### config.mk
export PLATFORM = sky130hd
export DESIGN_NAME = tpl_cell
export DESIGN_NICKNAME = d
export VERILOG_FILES = /design/src/rtl/tpl_pkg.sv /design/src/rtl/tpl_cell.sv
export SDC_FILE = /design/constraint.sdc
export NUM_CORES = 2
export LEC_CHECK = 0
export ABC_AREA = 1
export CAP_MARGIN = 25
export CORE_ASPECT_RATIO = 0.75
export CORE_MARGIN = 3
export CORE_UTILIZATION = 60
export CTS_CLUSTER_DIAMETER = 100
export DETAILED_ROUTE_END_ITERATION = 8
export DONT_BUFFER_PORTS = 1
export HOLD_SLACK_MARGIN = 0.08
export MAX_ROUTING_LAYER = met4
export PLACE_DENSITY = 0.77
export SETUP_SLACK_MARGIN = 0.05
export SYNTH_ARGS = -nofsm -noshare
export SYNTH_HDL_FRONTEND = slang
export SYNTH_SLANG_ARGS = --single-unit
### constraint.sdc
create_clock -name clk -period 15.9 [get_ports clk]
set_clock_uncertainty 0.05 [all_clocks]
set_input_delay 1.59 -clock clk [delete_from_list [all_inputs] [get_ports clk]]
set_output_delay 1.59 -clock clk [all_outputs]
set_load 0.02 [all_outputs]
### src/rtl/tpl_pkg.sv
// Shared types, constants and helper function of the point list proximity block.
package tpl_pkg;

  localparam int DEPTH = 16;
  localparam int DIMS  = 4;
  localparam int CW    = 16;
  localparam int IDXW  = $clog2(DEPTH);
  localparam int CNTW  = $clog2(DEPTH + 1);
  localparam int RADW  = 36;
  localparam int CAPW  = 5;
  localparam int SQW   = 2 * CW;
  localparam int SUMW  = SQW + 2;
  localparam int CFGAW = 1;

  localparam logic [CFGAW-1:0] CFG_RADIUS   = 1'b0;
  localparam logic [CFGAW-1:0] CFG_CAPACITY = 1'b1;

  typedef enum logic [1:0] {
    ACT_INSERT = 2'd0,
    ACT_NEAR   = 2'd1,
    ACT_EXACT  = 2'd2,
    ACT_CLEAR  = 2'd3
  } tpl_act_t;

  typedef logic [DIMS-1:0][CW-1:0] point_t;

  // Query request walking down the cell row. The pending fields carry the
  // partial evaluation of the previous cell's entry.
  typedef struct packed {
    logic                      valid;
    logic                      near;
    point_t                    pt;
    logic                      pend_vld;
    logic [IDXW-1:0]           pend_idx;
    logic [DIMS-1:0][SQW-1:0]  pend_sq;
    logic                      pend_eq;
    logic                      found;
    logic [IDXW-1:0]           idx;
  } tpl_tok_t;

  function automatic logic tpl_match(input tpl_tok_t tok, input logic [RADW-1:0] radius);
    logic [SUMW-1:0] sum;
    sum = '0;
    for (int k = 0; k < DIMS; k++) begin
      sum = sum + SUMW'(tok.pend_sq[k]);
    end
    return tok.pend_vld && (tok.near ? (RADW'(sum) <= radius) : tok.pend_eq);
  endfunction

endpackage

### src/rtl/tpl_cell.sv
// One list entry: stored point, shift on insert, per-entry stage of the query walk.
module tpl_cell (
  input  logic                     clk,
  input  logic                     rst_n,
  input  logic [tpl_pkg::IDXW-1:0] cell_idx,
  input  logic [tpl_pkg::CNTW-1:0] count,
  input  logic [tpl_pkg::RADW-1:0] radius,
  input  logic                     shift_en,
  input  tpl_pkg::point_t          point_in,
  output tpl_pkg::point_t          point_out,
  input  tpl_pkg::tpl_tok_t        tok_in,
  output tpl_pkg::tpl_tok_t        tok_out
);
  import tpl_pkg::*;

  point_t   point_r;
  tpl_tok_t tok_r;
  tpl_tok_t tok_nxt;

  always_comb begin
    logic signed [CW:0] diff;
    logic        [CW:0] mag;
    tok_nxt = tok_in;
    if (tpl_match(tok_in, radius) && !tok_in.found) begin
      tok_nxt.found = 1'b1;
      tok_nxt.idx   = tok_in.pend_idx;
    end
    tok_nxt.pend_vld = (CNTW'(cell_idx) < count);
    tok_nxt.pend_idx = cell_idx;
    tok_nxt.pend_eq  = 1'b1;
    for (int k = 0; k < DIMS; k++) begin
      diff = $signed({point_r[k][CW-1], point_r[k]}) - $signed({tok_in.pt[k][CW-1], tok_in.pt[k]});
      mag  = diff[CW] ? (CW+1)'(-diff) : diff;
      tok_nxt.pend_sq[k] = mag[CW-1:0] * mag[CW-1:0];
      if (point_r[k] != tok_in.pt[k]) begin
        tok_nxt.pend_eq = 1'b0;
      end
    end
  end

  always_ff @(posedge clk) begin
    if (shift_en) begin
      point_r <= point_in;
    end
  end

  always_ff @(posedge clk) begin
    if (!rst_n) begin
      tok_r.valid <= 1'b0;
    end else begin
      tok_r <= tok_nxt;
    end
  end

  assign point_out = point_r;
  assign tok_out   = tok_r;

endmodule

# Yosys cells after proc, flatten, opt, wreduce, memory -nomap -nowiden
# Index checks and enable logic that the tools add are counted.
# totals
reg_bits	269
wordCells	51
output_inout_bits	269
in_bits	317
# op_classes
n_eq_ne	4
order_cmp	2
muxes	7
n_reduce_logical	4
mul	4
n_addsub	11
# op_table
cell	n
16-bit by 16-bit multiplier with 32-bit output	4
16-bit by 16-bit subtractor with 17-bit output	4
16-bit 2-to-1 mux	4
16-bit inequality test	4
16-bit negator	4
34-bit by 36-bit less-or-equal comparator with 1-bit output	1
33-bit by 32-bit adder with 34-bit output	1
34-bit by 32-bit adder with 34-bit output	1
32-bit by 32-bit adder with 33-bit output	1
4-bit by 5-bit less-than comparator with 1-bit output	1
4-bit 2-to-1 mux	1
3-bit OR reduction	1
1-bit logical AND	2
1-bit 2-to-1 mux	2
1-bit logical NOT	1

# Logic depth before layout (Yosys ltp)
# depth
word_depth	8
depth_mapped	43
mapped_depth_nobuf	43

# Least setup slack after synthesis
# OpenSTA, ideal clock, no wires.
# synth_path
path_kind	input port to flip-flop
from	in tok_in[187] (netlist bit)
to	reg tok_r, in the netlist tok_out[128] (data pin)
n_path_buf	2
slack_ps	7223
t_required_ps	15591
stages	34
setup_ps	259
arrival_ps	8368
path_cell_list	ha_1 -> fa_1 -> inv_1 -> nand3_1 -> nand2_1 -> nand2_1 -> nand3_2 -> nand2_1 -> nand3b_4 -> xor2_4 -> buf_6 -> o21ai_2 -> xor2_1 -> buf_2 -> nor2_1 -> fa_1 -> inv_1 -> fa_1 -> inv_1 -> fa_1 -> inv_1 -> fa_1 -> fa_1 -> fa_1 -> inv_1 -> ha_1 -> a21oi_1 -> o21ai_0 -> a21oi_1 -> o21ai_0 -> a21oi_1 -> o21ai_0 -> a21oi_1 -> xnor2_1
# synth_rtl
element	line	source
start: declaration	tpl_cell.sv:11	input tpl_pkg::tpl_tok_t tok_in,
end signal: assignment	tpl_cell.sv:51	tok_r <= tok_nxt;
end: declaration	tpl_cell.sv:17	tpl_tok_t tok_r;

==> impl_metrics.ini <==
[outcome]
status = finished clean

[global_routing]
grt_pass1_vias = 35700
grt_antenna_before_repair = 6
use_met3_pct = 9.19
grt_max_degree = 202
grt_pass1_wl_um = 195000
grt.total_usage_pct = 31.8
overflow = 0
gr-usage-met1_pct = 44.6
busiest_layer = met2
grtUsageMet2_pct = 46.8

[clock_network]
clock_path_buffers = 3
cts_buffers = 30
insertion_delay_ps = 610
clock-sinks = 265
cts_setup_buffers = 0
clkTransAtPathRegs_ps = 70
cts_hold_buffers = 0
h-tree-depth = 1
cts_resized = 0
cts_tree = yes
root_buffer = clkbuf_16

[route]
dr.pass1.iters = 6
post_drt_wl_per_cell_um = 19.1
vias = 35300
drc_errors = 0
ant_nets = 0
initialDrtViolationCount = 2958
routed_wl_um = 123000
viasPerCell = 5.46

[layout]
register_area_um2 = 7950
finalNetCount = 6962
drive_gt1_share_pct = 3.39
fill_cells = 6486
syn_to_final_growth_pct = 4.35
multi_input_area_um2 = 32500
final_area_um2 = 48300

[synthesis]
synth_async_sr_flop_share_pct = 0
yosysMostFrequentCell = inv_1
synthCells = 5414
synth_area_leaders = fa_1 31%, edfxtp_1 17%, ha_1 14%
yosysTopAreaCellShare_pct = 31.0
synth_top_flop_cell = edfxtp_1
synth_edf_count = 264
syn_area_um2 = 46300
postSynthAreaPerCell_um2 = 8.55
synth-seq-cells = 265
ys_top_cells_by_count = 1432 x inv_1, 901 x nand2_1, 717 x fa_1
synth-seq-area-share_pct = 17.2
ys_types = 62
synth_warnings = 0
yosysTopAreaCell = fa_1

[die]
rows = 87
die_w_um = 327
pin_count = 586
chipHeight_um = 247
dieArea_um2 = 80600
core_area_um2 = 75800
floorplan.initialDensity_pct = 61.1

[critical_path]
path_common_cell = inv_1
critPathCaptureType = register
crit_type = in -> reg
r2r_end = tok_out[98]$_DFFE_PP_
worst-path-max-fanout = 13
r2r_setup_slack_ps = 6150
required_ps = 16200
cp_top_family = adder cells
crit_buf_inv = 8
slowest_stage = xor2_1
worstPathArrival_ps = 10250
slowest_delay_ps = 830
cp-start-kind = input pin
r2r_start = point_out[44]$_DFFE_PP_
reg2reg_depth = 34

[place]
hpwl_um = 106000
dpl_cell_area_um2 = 47300
io_buffer_count = 0
place_congestion = 1.04

[timing]
timing.fmax_ghz = 0.101
post-route-min-period_ps = 9950
relSlewSlack_pct = 30.8
finalSetupViolCount = 0
tightestPinTransition_ps = 1040
hold_viol = 0
rsz0062_at_grt = no
period_share_pct = 62.6
final_max_slew_viol_count = 0
setup_tns_ps = 0

[min_path]
min_delay_path_depth = 0
min-delay-start = point_in[35]
hold_class = in -> reg
whs_endpoint = point_out[35]$_DFFE_PP_

[job]
drv_cap = 0
metal layers:
layer	wire [um]	vias up	part of all wire, %
li1	-	16500	-
met1	54400	17100	44
met2	53600	1532	43
met3	13000	148	11
met4	2330	0	1.9
met5	0	-	0
per-stage QoR:
step,hold slack (ps),worst slack [ps],util [%],cells
final,1020,5950,63.8,6461
after global placement,1320,5380,62.5,6394
after CTS,965,5920,63.7,6452
after global routing,981,5320,63.8,6460
after floorplan,910,7220,-,5417
after detailed placement,1330,5320,62.5,6397
layout by cell type, fill, tap and decap left out, types with 31 or more instances in the layout:
| master | n |
|---|---|
| ha_1 | 522 |
| nor2_1 | 492 |
| inv_1 | 1432 |
| xnor2_1 | 58 |
| edfxtp_1 | 264 |
| nand3_1 | 186 |
| xor2_1 | 129 |
| nand2_1 | 901 |
| o21ai_0 | 84 |
| a21oi_1 | 229 |
| fa_1 | 717 |
| clkbuf_16 | 31 |
| nand4_1 | 38 |
flip-flops by register name (all words and copies together), names as in the netlist:
| register | count |
|---|---|
| point_out | 64 |
| tok_out | 201 |
layout make-up:
cell class	count	area share [%]
Multi-Input combinational cell	3622	67.2
Antenna cell	9	0.0466
Inverter	1469	11.4
Clock inverter	19	0.313
Timing Repair Buffer	18	0.275
Clock buffer	36	1.64
Tap cell	1023	2.65
Sequential cell	265	16.5
kinds of logic after synthesis:
| group | after synthesis | synth area share (%) |
|---|---|---|
| simple gates | 1743 | 15.6 |
| other cells | 1 | 0.00810 |
| compound gates | 438 | 5.40 |
| buf+inv | 1530 | 12.7 |
| fa+ha+maj | 1239 | 45.1 |
| flops | 265 | 17.2 |
| xor+xnor | 198 | 3.97 |
worst max-delay path by stage:
stage,endpoint,startpoint,depth (start not counted),slack [ps]
6_report,tok_out[98]$_DFFE_PP_,tok_in[182],33,5950
5_1_grt,tok_out[98]$_DFFE_PP_,tok_in[182],33,5320
4_1_cts,tok_out[98]$_DFFE_PP_,tok_in[182],33,5920
3_5_place_dp,tok_out[98]$_DFFE_PP_,tok_in[182],33,5320
3_3_place_gp,tok_out[98]$_DFFE_PP_,tok_in[182],33,5380
2_1_floorplan,tok_out[128]$_DFFE_PP_,tok_in[187],34,7220
Power is not shown: default switching activity piles up to over one toggle a cycle in this logic, so the estimate is an artifact.
